==> config.mk <==
export PLATFORM = sky130hd
export DESIGN_NAME = clock_date_time_setter_core
export DESIGN_NICKNAME = d
export VERILOG_FILES = /design/src/sv/cdts_pkg.sv /design/src/sv/clock_date_time_setter_core.sv /design/src/sv/cdts_step.sv
export SDC_FILE = /design/constraint.sdc
export NUM_CORES = 1
export LEC_CHECK = 0
export BUFFER_PORTS_ARGS = -buffer_cell sky130_fd_sc_hd__buf_4
export CAP_MARGIN = 20
export CELL_PAD_IN_SITES_DETAIL_PLACEMENT = 0
export CELL_PAD_IN_SITES_GLOBAL_PLACEMENT = 2
export CORE_MARGIN = 3
export CORE_UTILIZATION = 31
export CTS_BUF_LIST = sky130_fd_sc_hd__clkbuf_16
export DETAILED_ROUTE_END_ITERATION = 12
export PLACE_DENSITY_LB_ADDON = 0.05
export SYNTH_ARGS = -nofsm -noshare
export SYNTH_HDL_FRONTEND = slang
export SYNTH_SLANG_ARGS = --single-unit
export TNS_END_PERCENT = 10
==> constraint.sdc <==
create_clock -name clock -period 1.9 [get_ports clock]
set_input_delay 0.19 -clock clock [delete_from_list [all_inputs] [get_ports clock]]
set_output_delay 0.19 -clock clock [all_outputs]
set_load 0.01 [all_outputs]
==> src/sv/cdts_pkg.sv <==
`timescale 1ns / 1ps
// Shared types, codes and helper functions for the clock date/time setter.
// Used by cdts_step, clock_date_time_setter_core and its checker; no dependencies.
package cdts_pkg;

   // Button / load command codes
   localparam logic [2:0] CMD_NONE  = 3'd0;
   localparam logic [2:0] CMD_PLUS  = 3'd1;
   localparam logic [2:0] CMD_MINUS = 3'd2;
   localparam logic [2:0] CMD_MODE  = 3'd3;
   localparam logic [2:0] CMD_LOAD  = 3'd4;

   // Result status codes
   localparam logic [1:0] ST_UNCHANGED = 2'd0;
   localparam logic [1:0] ST_CHANGED   = 2'd1;
   localparam logic [1:0] ST_FINISHED  = 2'd2;

   // Unreachable phase code, acts as idle
   localparam logic [2:0] PH_UNUSED = 3'd7;

   typedef enum logic [2:0] {
      PH_IDLE    = 3'd0,
      PH_DAY     = 3'd1,
      PH_MONTH   = 3'd2,
      PH_WEEKDAY = 3'd3,
      PH_YEAR    = 3'd4,
      PH_HOURS   = 3'd5,
      PH_MINS    = 3'd6
   } phase_type;

   typedef struct packed {
      logic [5:0] secs;
      logic [5:0] mins;
      logic [4:0] hours;
      logic [2:0] weekday;
      logic [4:0] day;
      logic [3:0] month;
      logic [6:0] year;
   } fields_type;

   // Step a field up or down with wrap-around between lo and hi
   function automatic logic [6:0] step_value(input logic [6:0] v, input logic up,
                                             input logic [6:0] lo, input logic [6:0] hi);
      logic [6:0] r;
      if (up) begin
         r = (v >= hi) ? lo : v + 7'd1;
      end else begin
         r = (v <= lo) ? hi : v - 7'd1;
      end
      return r;
   endfunction

   // Every fourth year is a leap year; a day or month of zero passes
   function automatic logic date_ok(input logic [4:0] day, input logic [3:0] month,
                                    input logic [6:0] year);
      logic leap;
      logic bad;
      leap = (year[1:0] == 2'b00);
      bad  = (month == 4'd2) && ((day == 5'd30) || (day == 5'd31) ||
                                 ((day == 5'd29) && !leap));
      bad  = bad || ((day == 5'd31) && (month inside {4'd4, 4'd6, 4'd9, 4'd11}));
      return !bad;
   endfunction

endpackage

==> src/sv/clock_date_time_setter_core.sv <==
`timescale 1ns / 1ps
// Top level of the button-driven clock date/time setter.
// Depends on cdts_pkg and cdts_step.
//
// Use: each transfer on the req_ channel carries one command (none, plus,
// minus, mode or load of a clock reading). Every command produces exactly
// one transfer on the rsp_ channel with a status and the phase and field
// values after that command.
// Order: a command accepted on req_ sits in the input register, is applied
// once the result register is free, and its result is shown from then on:
// rsp_valid rises when the command is applied to the result register.
// Throughput: one command per cycle while rsp_ready is high; the field and
// phase registers are updated once per command by the combinational cdts_step.
// The result fields are the live state registers, which only move when
// the result register is free, so they hold while a result waits.
// Stall: while rsp_ready is low and a result is held, one further command
// waits in the input register and req_ready drops only when both are full.
// Reset: synchronous; phase returns to idle, all fields to zero, and both
// channels empty.
module clock_date_time_setter_core (
   input  logic       clock,
   input  logic       reset,
   input  logic       req_valid,
   output logic       req_ready,
   input  logic [2:0] req_cmd,
   input  logic [5:0] req_load_secs,
   input  logic [5:0] req_load_mins,
   input  logic [4:0] req_load_hours,
   input  logic [2:0] req_load_weekday,
   input  logic [4:0] req_load_day,
   input  logic [3:0] req_load_month,
   input  logic [6:0] req_load_year,
   output logic       rsp_valid,
   input  logic       rsp_ready,
   output logic [1:0] rsp_status,
   output logic [2:0] rsp_phase_now,
   output logic [5:0] rsp_secs_now,
   output logic [5:0] rsp_mins_now,
   output logic [4:0] rsp_hours_now,
   output logic [2:0] rsp_weekday_now,
   output logic [4:0] rsp_day_now,
   output logic [3:0] rsp_month_now,
   output logic [6:0] rsp_year_now
);

   logic                 in_valid_ff;
   logic [2:0]           in_cmd_ff;
   cdts_pkg::fields_type in_load_ff;
   cdts_pkg::fields_type load_in;

   logic                 out_valid_ff;
   logic [1:0]           status_ff;
   cdts_pkg::phase_type  phase_ff;
   cdts_pkg::fields_type fields_ff;

   cdts_pkg::phase_type  phase_in;
   cdts_pkg::fields_type fields_in;
   logic [1:0]           status_in;
   logic                 advance;

   assign load_in = '{secs: req_load_secs, mins: req_load_mins, hours: req_load_hours,
                      weekday: req_load_weekday, day: req_load_day,
                      month: req_load_month, year: req_load_year};

   // apply the held command once the result register is free
   assign advance   = in_valid_ff && (!out_valid_ff || rsp_ready);
   assign req_ready = !in_valid_ff || advance;

   cdts_step u_step (
      .cmd         (in_cmd_ff),
      .load_fields (in_load_ff),
      .phase       (phase_ff),
      .cur         (fields_ff),
      .nxt_phase   (phase_in),
      .nxt         (fields_in),
      .status      (status_in)
   );

   always_ff @(posedge clock) begin
      if (reset) begin
         in_valid_ff  <= 1'b0;
         out_valid_ff <= 1'b0;
         phase_ff     <= cdts_pkg::PH_IDLE;
         fields_ff    <= '0;
         status_ff    <= cdts_pkg::ST_UNCHANGED;
      end else begin
         if (req_ready) begin
            in_valid_ff <= req_valid;
         end
         if (advance) begin
            out_valid_ff <= 1'b1;
            phase_ff     <= phase_in;
            fields_ff    <= fields_in;
            status_ff    <= status_in;
         end else if (rsp_ready) begin
            out_valid_ff <= 1'b0;
         end
      end
   end

   // payload of the input register needs no reset
   always_ff @(posedge clock) begin
      if (req_valid && req_ready) begin
         in_cmd_ff  <= req_cmd;
         in_load_ff <= load_in;
      end
   end

   assign rsp_valid       = out_valid_ff;
   assign rsp_status      = status_ff;
   assign rsp_phase_now   = phase_ff;
   assign rsp_secs_now    = fields_ff.secs;
   assign rsp_mins_now    = fields_ff.mins;
   assign rsp_hours_now   = fields_ff.hours;
   assign rsp_weekday_now = fields_ff.weekday;
   assign rsp_day_now     = fields_ff.day;
   assign rsp_month_now   = fields_ff.month;
   assign rsp_year_now    = fields_ff.year;

endmodule

==> src/sv/cdts_step.sv <==
`timescale 1ns / 1ps
// One-item update of the setter: next phase, next field values and status.
// Combinational; uses types and functions from cdts_pkg.
module cdts_step (
   input  logic [2:0]          cmd,
   input  cdts_pkg::fields_type load_fields,
   input  cdts_pkg::phase_type  phase,
   input  cdts_pkg::fields_type cur,
   output cdts_pkg::phase_type  nxt_phase,
   output cdts_pkg::fields_type nxt,
   output logic [1:0]          status
);

   logic up;
   logic mode;

   assign up   = (cmd == cdts_pkg::CMD_PLUS);
   assign mode = (cmd == cdts_pkg::CMD_MODE);

   always_comb begin
      nxt_phase = phase;
      nxt       = cur;
      status    = cdts_pkg::ST_UNCHANGED;
      case (cmd)
         cdts_pkg::CMD_LOAD: begin
            nxt = load_fields;
         end
         cdts_pkg::CMD_PLUS, cdts_pkg::CMD_MINUS, cdts_pkg::CMD_MODE: begin
            status = cdts_pkg::ST_CHANGED;
            case (phase)
               cdts_pkg::PH_DAY: begin
                  if (mode) nxt_phase = cdts_pkg::PH_MONTH;
                  else nxt.day = 5'(cdts_pkg::step_value(7'(cur.day), up, 7'd1, 7'd31));
               end
               cdts_pkg::PH_MONTH: begin
                  if (mode) nxt_phase = cdts_pkg::PH_WEEKDAY;
                  else nxt.month = 4'(cdts_pkg::step_value(7'(cur.month), up, 7'd1, 7'd12));
               end
               cdts_pkg::PH_WEEKDAY: begin
                  if (mode) nxt_phase = cdts_pkg::PH_YEAR;
                  else nxt.weekday = 3'(cdts_pkg::step_value(7'(cur.weekday), up, 7'd1, 7'd7));
               end
               cdts_pkg::PH_YEAR: begin
                  if (mode) begin
                     // drop back to idle on an impossible date
                     nxt_phase = cdts_pkg::date_ok(cur.day, cur.month, cur.year) ?
                                 cdts_pkg::PH_HOURS : cdts_pkg::PH_IDLE;
                  end else begin
                     nxt.year = cdts_pkg::step_value(cur.year, up, 7'd0, 7'd99);
                  end
               end
               cdts_pkg::PH_HOURS: begin
                  if (mode) nxt_phase = cdts_pkg::PH_MINS;
                  else nxt.hours = 5'(cdts_pkg::step_value(7'(cur.hours), up, 7'd0, 7'd23));
               end
               cdts_pkg::PH_MINS: begin
                  if (mode) begin
                     nxt_phase = cdts_pkg::PH_IDLE;
                     nxt.secs  = 6'd0;
                     status    = cdts_pkg::ST_FINISHED;
                  end else begin
                     nxt.mins = 6'(cdts_pkg::step_value(7'(cur.mins), up, 7'd0, 7'd59));
                  end
               end
               default: begin
                  nxt_phase = cdts_pkg::PH_DAY;
               end
            endcase
         end
         default: begin
            nxt = cur;
         end
      endcase
   end

endmodule

; ---- After elaboration in Yosys (flattened, before gate mapping)
; Cells that the tools add are included.
; W data, S select, Z words.
[op_classes]
muxes = 45
n_reduce_logical = 26
eq_ne = 32
order_cmp = 12
add_sub_neg = 12
[ops]
columns = cell, n
row1 = $pmux W36 S2, 1
row2 = $mux W5, 10
row3 = $mux W3, 12
row4 = $mux W7, 5
row5 = $mux W6, 5
row6 = $reduce_and A4 Y1, 7
row7 = $mux W4, 5
row8 = $pmux W3 S6, 1
row9 = $ne A2 B1 Y1 const B, 8
row10 = $eq A5 B5 Y1 const B, 3
row11 = $eq A3 B2 Y1 const B, 4
row12 = $eq A3 B3 Y1 const B, 4
row13 = $mux W12, 1
row14 = $ne A2 B2 Y1 const B, 6
row15 = $add A5 B1 Y5 const B, 2
row16 = $ge A5 B5 Y1 const B, 2
row17 = $le A5 B1 Y1 const B, 2
row18 = $sub A5 B1 Y5 const B, 2
row19 = $eq A4 B3 Y1 const B, 2
row20 = $eq A4 B4 Y1 const B, 2
row21 = $reduce_and A8 Y1, 1
row22 = $add A7 B1 Y7 const B, 1
row23 = $ge A7 B7 Y1 const B, 1
row24 = $le A7 B1 Y1 const B, 1
row25 = 24 further kinds, 39
[word_totals]
in_bits = 43
reg_bits = 82
wordCells = 146
output_inout_bits = 43

; ---- Depth between registers and ports, before layout
; Gate-level depths: netlist of the first run.
[logic_depth]
ltp_word = 9
ltp_mapped = 8
ltp_nobuf = 7

; ---- Cells and area by module
; A second synthesis of the first run with hierarchy kept.
[hier_totals]
hier_cells = 639
hier_area_um2 = 5814.3
[modules_own_cells]
columns = mod, area_each_um2, instances, cells_per_inst
row1 = clock_date_time_setter_core, 3129.3, 1, 227
row2 = cdts_step, 2685.1, 1, 412

; ---- Least setup slack after synthesis of the first run
; OpenSTA, ideal clock, no wires.
[synth_path]
kind = flip-flop to flip-flop
startpoint = register out_valid_ff, in the netlist rsp_valid
endpoint = register in_cmd_ff[0], enable pin
path_slack_ns = -0.085
period_less_slack_ns = 1.985
setup_time_ns = 0.400
n_path_buf = 0
stages_incl_launch_ff = 4
arrival_ns = 1.585
cell_sequence = dfxtp_1 > nor2b_1 > nand2_1 > and2_1
[synth_between]
elab_chain_len = 5
[synth_rtl]
columns = element, line_no
row1 = from (decl), clock_date_time_setter_core.sv:51  ; logic out_valid_ff;
row2 = from (signal assigned), clock_date_time_setter_core.sv:82  ; out_valid_ff <= 1'b0;
row3 = from (signal assigned), clock_date_time_setter_core.sv:91  ; out_valid_ff <= 1'b1;
row4 = from (signal assigned), clock_date_time_setter_core.sv:96  ; out_valid_ff <= 1'b0;
row5 = $logic_not A1 Y1, clock_date_time_setter_core.sv:66  ; assign advance = in_valid_ff && (!out_valid_ff || rsp_ready);
row6 = $logic_or A1 B1 Y1, clock_date_time_setter_core.sv:66
row7 = $logic_and A1 B1 Y1, clock_date_time_setter_core.sv:66
row8 = $logic_or A1 B1 Y1, clock_date_time_setter_core.sv:67  ; assign req_ready = !in_valid_ff || advance;
row9 = named net req_ready, clock_date_time_setter_core.sv:24  ; output logic req_ready,
row10 = $logic_and A1 B1 Y1, clock_date_time_setter_core.sv:103  ; if (req_valid && req_ready) begin
row11 = to (signal assigned), clock_date_time_setter_core.sv:104  ; in_cmd_ff <= req_cmd;
row12 = to (decl), clock_date_time_setter_core.sv:47  ; logic [2:0] in_cmd_ff;
; The timed path passes the listed nets, and every way through them passes these cells.
; A chain may end at the register's enable or synchronous reset.

; ---- Worst setup path in the final report of the first run
[layout_path]
startpoint = register in_cmd_ff[2]
endpoint = register fields_ff (netlist bit rsp_year_now[5])
[layout_between]
elab_chain_len = 5
word_cells_on_any_way = 13
[layout_rtl]
columns = element, line_no
row1 = $eq A3 B1 Y1, "cdts_step.sv:17, cdts_step.sv:24"
row2 = $mux W7, cdts_pkg.sv:45  ; if (up) begin
row3 = $mux W7, cdts_step.sv:44  ; if (mode) begin
row4 = $mux W7, cdts_step.sv:30  ; case (phase)
row5 = $pmux W36 S2, cdts_step.sv:24  ; case (cmd)
row6 = to (signal assigned), clock_date_time_setter_core.sv:93  ; fields_ff <= fields_in;
row7 = to (decl), clock_date_time_setter_core.sv:54  ; cdts_pkg::fields_type fields_ff;
; Several ways; a longest one is shown, not always the timed one. The select of a mux whose other input is x is not followed.

==> flow_metrics.env, run 1 <==
export IMPL_status="finished, final reports clean"
export IMPL_gr_total_overflow=0
export IMPL_synth_cell_types=63
export IMPL_hold_viol_final=0
export IMPL_initial_core_util_pct=31.90
export IMPL_fp_dieW_um=128.5
export IMPL_nets=705
export IMPL_dp_hpwl_um=10410
export IMPL_finalCritPeriodShare_pct=98.45
export IMPL_grt_pass1_vias=4234
export IMPL_cp_start_kind="flip-flop"
export IMPL_clock_skew_ns=0.003775
export IMPL_grt_pass1_wl_um=22560
export IMPL_crit_arrival_ns=2.10
export IMPL_dr_pass1_iters=5
export IMPL_cp_max_fo=20
export IMPL_clockBufferDepth=2
export IMPL_syn_area_per_cell_sq_um=9.071
export IMPL_syn_area_sq_um=4653
export IMPL_worst_r2r_path_depth=7
export IMPL_p_leak_nw=2.500
export IMPL_n_antenna_cell=0
export IMPL_final_area_sq_um=6376
export IMPL_rows=44
export IMPL_setup_viol=0
export IMPL_dp_cells=811
export IMPL_cap_viol_max_count=0
export IMPL_n_fill_cell=1426
export IMPL_crit_type="reg2reg"
export IMPL_ys_seq_area_share_pct=43.67
export IMPL_stdcell_count=831
export IMPL_maxSlewViolCount=0
export IMPL_path_cells="dlymetal6s2s_1, o21bai_2, buf_12, buf_4, nor3_1, o221ai_1, a22o_1"
export IMPL_crit_path_end_kind="flip-flop"
export IMPL_cts_tree="built"
export IMPL_synth_edf_count=39
export IMPL_crit_slowest_cell="edfxtp_1"
export IMPL_max_freq_mhz=534.6
export IMPL_cts_sinks=82
export IMPL_num_vias=4393
export IMPL_tightest_slew_ns=0.5778
export IMPL_clkSlewWorstSetupHoldPaths_ns=0.06
export IMPL_grt_setup_unrepaired="true"
export IMPL_wl_per_cell_um=17.32
export IMPL_syn_num_nets=576
export IMPL_h_tree_depth=3
export IMPL_vdd_drop_max_mv=0.3943
export IMPL_drt_wl_total_um=14400
export IMPL_relSlewSlack_pct=61.48
export IMPL_power_density_nw_per_um2=675.9
export IMPL_period_needed_ns=1.871
export IMPL_hold_class="in2reg"
export IMPL_worstHoldStart="req_load_hours[0]"
export IMPL_fin_ws_ns=0.02944
export IMPL_antenna_found_initial=0
export IMPL_hold_depth=1
export IMPL_ys_flop_type="dfxtp_1"
export IMPL_critPathRequiredTime_ns=2.13
export IMPL_drt_iter0_markers=273
export IMPL_io_pins=86
export IMPL_ant_nets=0
export IMPL_holdPathEnd="in_load_ff[19]$_DFFE_PP_"
export IMPL_final_util_pct=43.71
export IMPL_die_h_um=128.5
export IMPL_post_drt_via_cell_ratio=5.286
export IMPL_ys_seq_elements=82
export IMPL_r2r_setup_slack_ns=0.03
export IMPL_synth_warnings=0
export IMPL_grt_usage_pct=17.38
export IMPL_area_growth_pct=37.03
export IMPL_r2r_start="in_cmd_ff[2]$_DFFE_PP_"
export IMPL_clockRootBuffer="clkbuf_16"
export IMPL_gp_congestion=0.8285
export IMPL_r2r_end="rsp_year_now[5]$_SDFFE_PP0P_"
export IMPL_grt_start_max_net_pins=40
export IMPL_cpPeakStageDelay_ns=0.42
export IMPL_die_area_sq_um=16520
export IMPL_cts_buffers=9
export IMPL_place_ws_ns=-0.06132
export IMPL_port_buffers=85
export IMPL_async_flop_share_pct=0
export IMPL_drive_gt1_share_pct=31.22
export IMPL_clk_latency_ns=0.34
export IMPL_core_sq_um=14590
export IMPL_synthCells=513
export IMPL_placed_cell_area_sq_um=5913
export IMPL_route_detailed_drc=0
## per-layer routing
layer / track usage (%) / wire length [um] / up-vias
met5: 0 / 0 / -
li1: - / - / 2160
met2: 27.92 / 6786 / 109
met3: 3.819 / 714 / 11
met1: 23.72 / 6728 / 2113
met4: 4.694 / 167 / 0
## placed cells by master (no fill, tap or decap), types with 9 or more instances in the layout
cell / synthesis / layout
nand2b_1: 10 / 10
ha_1: 20 / 19
nand2_1: 43 / 41
nor3_1: 19 / 19
nor2_1: 45 / 45
a21oi_1: 41 / 38
o21ai_0: 21 / 18
inv_1: 24 / 27
o31ai_1: 9 / 9
buf_4: 0 / 146
edfxtp_1: 39 / 39
nand3_1: 11 / 11
clkbuf_16: 0 / 9
dfxtp_1: 43 / 42
## layout make-up
class | instances | area [sq um] | share of cell area [%]
Tap cell | 184 | 230.2 | 3.611
Sequential cell | 82 | 2033 | 31.89
Inverter | 24 | 90.09 | 1.413
Clock inverter | 7 | 30.03 | 0.4710
Clock buffer | 9 | 225.2 | 3.532
Multi-Input combinational cell | 370 | 2517 | 39.48
Timing Repair Buffer | 155 | 1250 | 19.60
## critical path, delay by kind of cell (launching register included)
family	cells	cell delay, ns
compound gates	3	0.58
buf+inv	3	0.55
flops	1	0.42
simple gates	1	0.19
## kinds of logic after synthesis
kind of cell | synth area share, %
DFF | 43.67
buffers and inverters | 5.458
and+or+nand+nor | 18.66
muxes | 0.6722
adders and majority gates | 5.378
AOI/OAI and AO/OA | 23.53
xor gates and xnor gates | 2.635
## Yosys cell counts (all sizes together) (5+ instances only)
cell type   n  area (sq um)
a211oi     10         75.07
a21oi      41         205.2
a22oi       8         60.06
a311oi     10         87.58
a31oi       9         56.30
and2        5         31.28
and3        5         31.28
buf        11         65.06
clkbuf     26         98.84
dfxtp      43         860.8
edfxtp     39          1171
ha         20         250.2
inv        24         90.09
nand2      43         161.4
nand2b     10         62.56
nand3      11         55.05
nand3b      5         37.54
nor2       45         168.9
nor3       19         95.09
nor3b      10         75.07
o211ai      6         45.04
o21ai      21         105.1
o31ai       9         67.56
or3         5         36.28
xnor2       8         70.07
xor2        6         52.55
## worst max-delay path by stage
stage / start / to / cells past startpoint
floorplan: rsp_day_now[0]$_SDFFE_PP0P_ / rsp_day_now[1]$_SDFFE_PP0P_ / 7
global placement: in_cmd_ff[2]$_DFFE_PP_ / rsp_day_now[0]$_SDFFE_PP0P_ / 4
detailed placement: rsp_month_now[0]$_SDFFE_PP0P_ / rsp_month_now[3]$_SDFFE_PP0P_ / 7
CTS: rsp_month_now[0]$_SDFFE_PP0P_ / rsp_month_now[3]$_SDFFE_PP0P_ / 7
global route: in_cmd_ff[2]$_DFFE_PP_ / rsp_hours_now[2]$_SDFFE_PP0P_ / 7
finish: in_cmd_ff[2]$_DFFE_PP_ / rsp_year_now[5]$_SDFFE_PP0P_ / 7
## registers in the layout, summed over array words and instances, names as in the netlist, 2 cells and up
register and count:
rsp_weekday_now 3, rsp_status 2, rsp_mins_now 6, rsp_day_now 5, rsp_secs_now 6, rsp_hours_now 5, rsp_year_now 7, in_load_ff 36
rsp_month_now 4, rsp_phase_now 3, in_cmd_ff 3
## stage by stage
step / hold slack [ns] / setup TNS, ns / power (mW)
global route: 0.004911 / -0.7221 / 4.535
floorplan: 0.2889 / -0.09300 / 2.408
detailed placement: 0.3693 / -0.2538 / 2.743
global placement: 0.3681 / -0.03852 / 2.739
finish: 0.01983 / 0 / 4.310
CTS: 0.005885 / -0.01248 / 4.344
## power breakdown
group | total, mW | internal (mW) | switching, mW
combinational | 0.753 | 0.359 | 0.394
clock | 1.56 | 0.860 | 0.701
sequential | 2.00 | 1.94 | 0.0595
total | 4.31 | 3.16 | 1.15
## timing repair
action | 4_1_cts | 5_1_grt
endpoints found under the setup margin | 9 | 32
gates cloned | 0 | 1
hold buffers | 0 | 0
resized for setup | 6 | 30
pin swaps | 0 | 5
buffers inserted | 0 | 2
(Power assumes the default switching activity.)
==> run 2: changes to the inputs <==
--- a/config.mk
+++ b/config.mk
@@ -14,6 +14,7 @@
 export CTS_BUF_LIST = sky130_fd_sc_hd__clkbuf_16
 export DETAILED_ROUTE_END_ITERATION = 12
 export PLACE_DENSITY_LB_ADDON = 0.05
+export RECOVER_POWER = 100
 export SYNTH_ARGS = -nofsm -noshare
 export SYNTH_HDL_FRONTEND = slang
 export SYNTH_SLANG_ARGS = --single-unit
==> flow_metrics.env, run 2 (synthesized netlist as in run 1, its figures left out) <==
export IMPL_cts_hold_buf=0
export IMPL_dr_pass1_iters=5
export IMPL_num_vias=4332
export IMPL_grt_pass1_wl_um=22560
export IMPL_nets=705
export IMPL_gr_total_overflow=0
export IMPL_cts_tree="built"
export IMPL_cap_viol_max_count=0
export IMPL_final_cell_mix="buf_4, nor2_1, dfxtp_1, nand2_1, clkbuf_1"
export IMPL_drive_gt1_share_pct=24.88
export IMPL_placed_cell_area_sq_um=5913
export IMPL_hold_class="in2reg"
export IMPL_cts_sinks=82
export IMPL_place_ws_ns=-0.06132
export IMPL_dp_hpwl_um=10410
export IMPL_r2r_setup_slack_ns=0.03
export IMPL_port_buffers=85
export IMPL_die_area_sq_um=16520
export IMPL_layout_cells_most_common="buf_4"
export IMPL_fp_dieW_um=128.5
export IMPL_drt_wl_total_um=14370
export IMPL_h_tree_depth=3
export IMPL_final_area_sq_um=6225
export IMPL_hold_viol_final=0
export IMPL_crit_arrival_ns=2.10
export IMPL_setup_viol=0
export IMPL_cp_max_fo=20
export IMPL_clock_skew_ns=0.005108
export IMPL_status="finished, final reports clean"
export IMPL_die_h_um=128.5
export IMPL_grt_usage_pct=17.38
export IMPL_maxSlewViolCount=0
export IMPL_critPathRequiredTime_ns=2.13
export IMPL_ant_nets=0
export IMPL_cts_buffers=9
export IMPL_n_fill_cell=1455
export IMPL_post_drt_via_cell_ratio=5.213
export IMPL_largest_register="in_load_ff"
export IMPL_relSlewSlack_pct=61.63
export IMPL_initial_core_util_pct=31.90
export IMPL_route_detailed_drc=0
export IMPL_clk_latency_ns=0.34
export IMPL_drt_iter0_markers=292
export IMPL_final_setup_tns_ns=0
export IMPL_crit_type="reg2reg"
export IMPL_grt_setup_unrepaired="true"
export IMPL_clkSlewWorstSetupHoldPaths_ns=0.06
export IMPL_vdd_drop_max_mv=0.3920
export IMPL_area_growth_pct=33.77
export IMPL_io_pins=86
export IMPL_power_density_nw_per_um2=688.0
export IMPL_cp_start_kind="flip-flop"
export IMPL_holdWs_ns=0.03940
export IMPL_p_total_mw=4.283
export IMPL_p_leak_nw=2.324
export IMPL_grt_pass1_vias=4234
export IMPL_finalCritPeriodShare_pct=98.46
export IMPL_grt_start_max_net_pins=40
export IMPL_antenna_found_initial=0
export IMPL_clockBufferDepth=2
export IMPL_wl_per_cell_um=17.29
export IMPL_tightest_slew_ns=0.5756
export IMPL_crit_path_end_kind="flip-flop"
export IMPL_largest_register_ffs=36
export IMPL_max_freq_mhz=534.5
export IMPL_period_needed_ns=1.871
export IMPL_n_antenna_cell=0
export IMPL_fin_ws_ns=0.02918
export IMPL_clockRootBuffer="clkbuf_16"
export IMPL_rows=44
export IMPL_gp_congestion=0.8285
export IMPL_core_sq_um=14590
[run 2: changes by cell type in the layout (fill, tap and decap cells not counted)]
cell,before,now
dfxtp_1,42,43
clkbuf_4,0,39
dfxtp_2,1,0
buf_4,146,67
clkbuf_1,0,40
[run 2: through the flow]
| stage | utilization (%) | cells |
|---|---|---|
| 3_5_place_dp | 40.53 | 811 |
| 4_1_cts | 42.44 | 827 |
| 3_3_place_gp | 40.53 | 811 |
| 5_1_grt | 42.67 | 831 |
| 6_report | 42.67 | 831 |
| 2_1_floorplan | - | 513 |
[run 2: area by class of cell]
cell class / instances / area [sq um] / area share, %
clock buffers: 9 / 225.2 / 3.618
clock inverters: 7 / 30.03 / 0.4824
inverters: 24 / 90.09 / 1.447
multi-input cells: 370 / 2517 / 40.44
flip-flops and latches: 82 / 2032 / 32.64
well taps: 184 / 230.2 / 3.698
repair buffers: 155 / 1100 / 17.67
[run 2: per-layer routing]
layer / up-vias / share of wire [%] / track usage [%]
met5: - / 0 / 0
met4: 0 / 1.1 / 4.694
met3: 8 / 4.0 / 3.819
met2: 89 / 47 / 27.92
met1: 2074 / 48 / 23.72
li1: 2161 / - / -
[run 2: repair_timing]
item                                    CTS  global route
buffers inserted                          0             2
pin swaps                                 0             5
resized for setup                         6            30
gates cloned                              0             1
endpoints found under the setup margin    9            32
[run 2: worst paths after layout]
kind                                              startpoint                           end  cells past startpoint
worst max-delay path                  in_cmd_ff[2]$_DFFE_PP_  rsp_year_now[5]$_SDFFE_PP0P_                      7
worst min-delay path                       req_load_hours[0]      in_load_ff[19]$_DFFE_PP_                      1
worst min register to register  rsp_secs_now[3]$_SDFFE_PP0P_  rsp_secs_now[3]$_SDFFE_PP0P_                      2
worst max register to register        in_cmd_ff[2]$_DFFE_PP_  rsp_year_now[5]$_SDFFE_PP0P_                      7
[run 2: worst max-delay path, cell delays in order (launching register included)]
cell and delay, ns:
edfxtp_1 0.42, dlymetal6s2s_1 0.21, o21bai_2 0.24, buf_12 0.17, buf_4 0.17, nor3_1 0.19, o221ai_1 0.14, a22o_1 0.20
[run 2: report_power, final]
part,switching [mW],leakage (nW),internal [mW]
clock network,0.702,0.140,0.859
logic,0.393,1.45,0.333
registers,0.0587,0.730,1.94
==> run 3: changes to the inputs <==
--- a/config.mk
+++ b/config.mk
@@ -8,13 +8,15 @@
 export BUFFER_PORTS_ARGS = -buffer_cell sky130_fd_sc_hd__buf_4
 export CAP_MARGIN = 20
 export CELL_PAD_IN_SITES_DETAIL_PLACEMENT = 0
-export CELL_PAD_IN_SITES_GLOBAL_PLACEMENT = 2
+export CELL_PAD_IN_SITES_GLOBAL_PLACEMENT = 1
 export CORE_MARGIN = 3
-export CORE_UTILIZATION = 31
+export CORE_UTILIZATION = 38
 export CTS_BUF_LIST = sky130_fd_sc_hd__clkbuf_16
 export DETAILED_ROUTE_END_ITERATION = 12
+export GPL_ROUTABILITY_DRIVEN = 1
 export PLACE_DENSITY_LB_ADDON = 0.05
 export RECOVER_POWER = 100
+export SKIP_CTS_REPAIR_TIMING = 1
 export SYNTH_ARGS = -nofsm -noshare
 export SYNTH_HDL_FRONTEND = slang
 export SYNTH_SLANG_ARGS = --single-unit
==> flow_metrics.env, run 3 (synthesized netlist as in run 1, its figures left out) <==
export IMPL_status="finished, final reports clean"
export IMPL_place_ws_ns=-0.03531
export IMPL_path_buf_inv=0
export IMPL_max_freq_mhz=532.3
export IMPL_initial_core_util_pct=39.73
export IMPL_placed_cell_area_sq_um=5769
export IMPL_layout_cells_most_common="buf_4"
export IMPL_crit_slowest_cell="edfxtp_1"
export IMPL_grt_pass1_wl_um=20920
export IMPL_die_h_um=116.7
export IMPL_path_cells="o21ai_0, o2111a_2, nand2b_1, o32ai_1"
export IMPL_dp_hpwl_um=9299
export IMPL_ant_nets=0
export IMPL_drive_gt1_share_pct=21.94
export IMPL_critPathRequiredTime_ns=2.14
export IMPL_largest_register="in_load_ff"
export IMPL_hold_class="in2reg"
export IMPL_swShare_pct=25.83
export IMPL_period_needed_ns=1.879
export IMPL_post_drt_via_cell_ratio=5.560
export IMPL_cts_buffers=9
export IMPL_largest_register_ffs=36
export IMPL_antenna_found_initial=0
export IMPL_num_vias=4342
export IMPL_cts_tree="built"
export IMPL_rows=39
export IMPL_final_area_sq_um=6003
export IMPL_finalCritPeriodShare_pct=98.88
export IMPL_fp_dieW_um=116.7
export IMPL_clock_skew_ns=0.005378
export IMPL_grt_pass1_vias=4147
export IMPL_cts_sinks=82
export IMPL_nets=696
export IMPL_p_sw_mw=1.134
export IMPL_r2r_setup_slack_ns=0.02
export IMPL_final_cell_mix="buf_4, nor2_1, nand2_1, dfxtp_1, clkbuf_1"
export IMPL_holdPathEnd="in_load_ff[23]$_DFFE_PP_"
export IMPL_cap_viol_max_count=0
export IMPL_vdd_drop_max_mv=0.4296
export IMPL_cp_start_kind="flip-flop"
export IMPL_cpPeakStageDelay_ns=0.45
export IMPL_gr_total_overflow=0
export IMPL_die_area_sq_um=13610
export IMPL_p_seq_share_pct=45.5
export IMPL_port_buffers=85
export IMPL_io_pins=86
export IMPL_worst_r2r_path_depth=4
export IMPL_hold_depth=1
export IMPL_hold_viol_final=0
export IMPL_cp_max_fo=7
export IMPL_worstHoldStart="req_load_hours[4]"
export IMPL_area_growth_pct=29.01
export IMPL_gp_congestion=0.9171
export IMPL_crit_type="reg2reg"
export IMPL_grt_start_max_net_pins=40
export IMPL_r2r_start="in_cmd_ff[2]$_DFFE_PP_"
export IMPL_setup_viol=0
export IMPL_maxSlewViolCount=0
export IMPL_clockRootBuffer="clkbuf_16"
export IMPL_grt_setup_unrepaired="true"
export IMPL_core_sq_um=11710
export IMPL_wl_per_cell_um=16.60
export IMPL_h_tree_depth=3
export IMPL_crit_path_end_kind="flip-flop"
export IMPL_p_clk_share_pct=39.4
export IMPL_comb_power_share_pct=15.1
export IMPL_grt_usage_pct=19.56
export IMPL_r2r_end="rsp_mins_now[5]$_SDFFE_PP0P_"
export IMPL_drt_wl_total_um=12960
export IMPL_crit_arrival_ns=2.12
export IMPL_clockBufferDepth=2
export IMPL_clkSlewWorstSetupHoldPaths_ns=0.06
export IMPL_p_leak_nw=2.240
export IMPL_final_setup_tns_ns=0
export IMPL_drt_iter0_markers=336
export IMPL_tightest_slew_ns=1.021
export IMPL_power_density_nw_per_um2=731.1
export IMPL_fin_ws_ns=0.02133
export IMPL_critPathTopFamily="compound AO/OA/AOI/OAI gates"
export IMPL_internal_power_mw=3.255
export IMPL_p_total_mw=4.389
export IMPL_relSlewSlack_pct=31.96
export IMPL_n_antenna_cell=0
export IMPL_route_detailed_drc=0
export IMPL_clk_latency_ns=0.34
export IMPL_dr_pass1_iters=4
==> run 3: per-stage QoR <==
step,std cells,hold slack [ns],utilization (%)
final,781,0.04471,51.26
after global routing,781,0.02845,51.26
after CTS,777,0.008319,51.78
after detailed placement,761,0.3694,49.26
after global placement,761,0.3681,49.26
after floorplan,513,0.2889,-
==> run 3: worst reg2reg max path: stages (launching register included) <==
cell,delay (ns)
edfxtp_1,0.45
o21ai_0,0.30
o2111a_2,0.36
nand2b_1,0.30
o32ai_1,0.37
==> run 3: power by group through the flow <==
stage | Combinational [mW] | Clock (mW) | Sequential [mW]
after floorplan | 0.379 | 0 | 2.03
after global placement | 0.666 | 0 | 2.04
final | 0.664 | 1.73 | 2.00
after global routing | 0.737 | 1.85 | 2.01
after CTS | 0.673 | 1.78 | 2.00
after detailed placement | 0.670 | 0 | 2.04
==> run 3: metal layers <==
metal / GRT usage (%) / wire length, um / part of all wire, % / vias to the layer above
li1: - / - / - / 2152
met1: 27.89 / 6244 / 48 / 2053
met2: 29.10 / 5789 / 45 / 114
met3: 3.575 / 606 / 4.7 / 23
met4: 8.333 / 325 / 2.5 / 0
met5: 0 / 0 / 0 / -
==> run 3: final cells by class <==
cell class,instances,area [sq um]
Multi-Input combinational cell,370,2435
Clock inverter,7,70.07
Tap cell,143,178.9
Timing Repair Buffer,146,972.2
Clock buffer,9,225.2
Sequential cell,82,2032
Inverter,24,90.09
Fill cell,1153,5708
==> run 3: worst max-delay path by stage <==
stage	from	end	slack, ns	depth (start not counted)
final	in_cmd_ff[2]$_DFFE_PP_	rsp_mins_now[5]$_SDFFE_PP0P_	0.02	4
after global routing	in_cmd_ff[2]$_DFFE_PP_	rsp_year_now[4]$_SDFFE_PP0P_	-0.10	6
after CTS	in_cmd_ff[1]$_DFFE_PP_	rsp_year_now[4]$_SDFFE_PP0P_	-0.05	6
after detailed placement	in_cmd_ff[1]$_DFFE_PP_	rsp_year_now[4]$_SDFFE_PP0P_	-0.04	6
after global placement	in_cmd_ff[1]$_DFFE_PP_	rsp_weekday_now[1]$_SDFFE_PP0P_	-0.02	5
after floorplan	rsp_day_now[0]$_SDFFE_PP0P_	rsp_day_now[1]$_SDFFE_PP0P_	-0.05	7
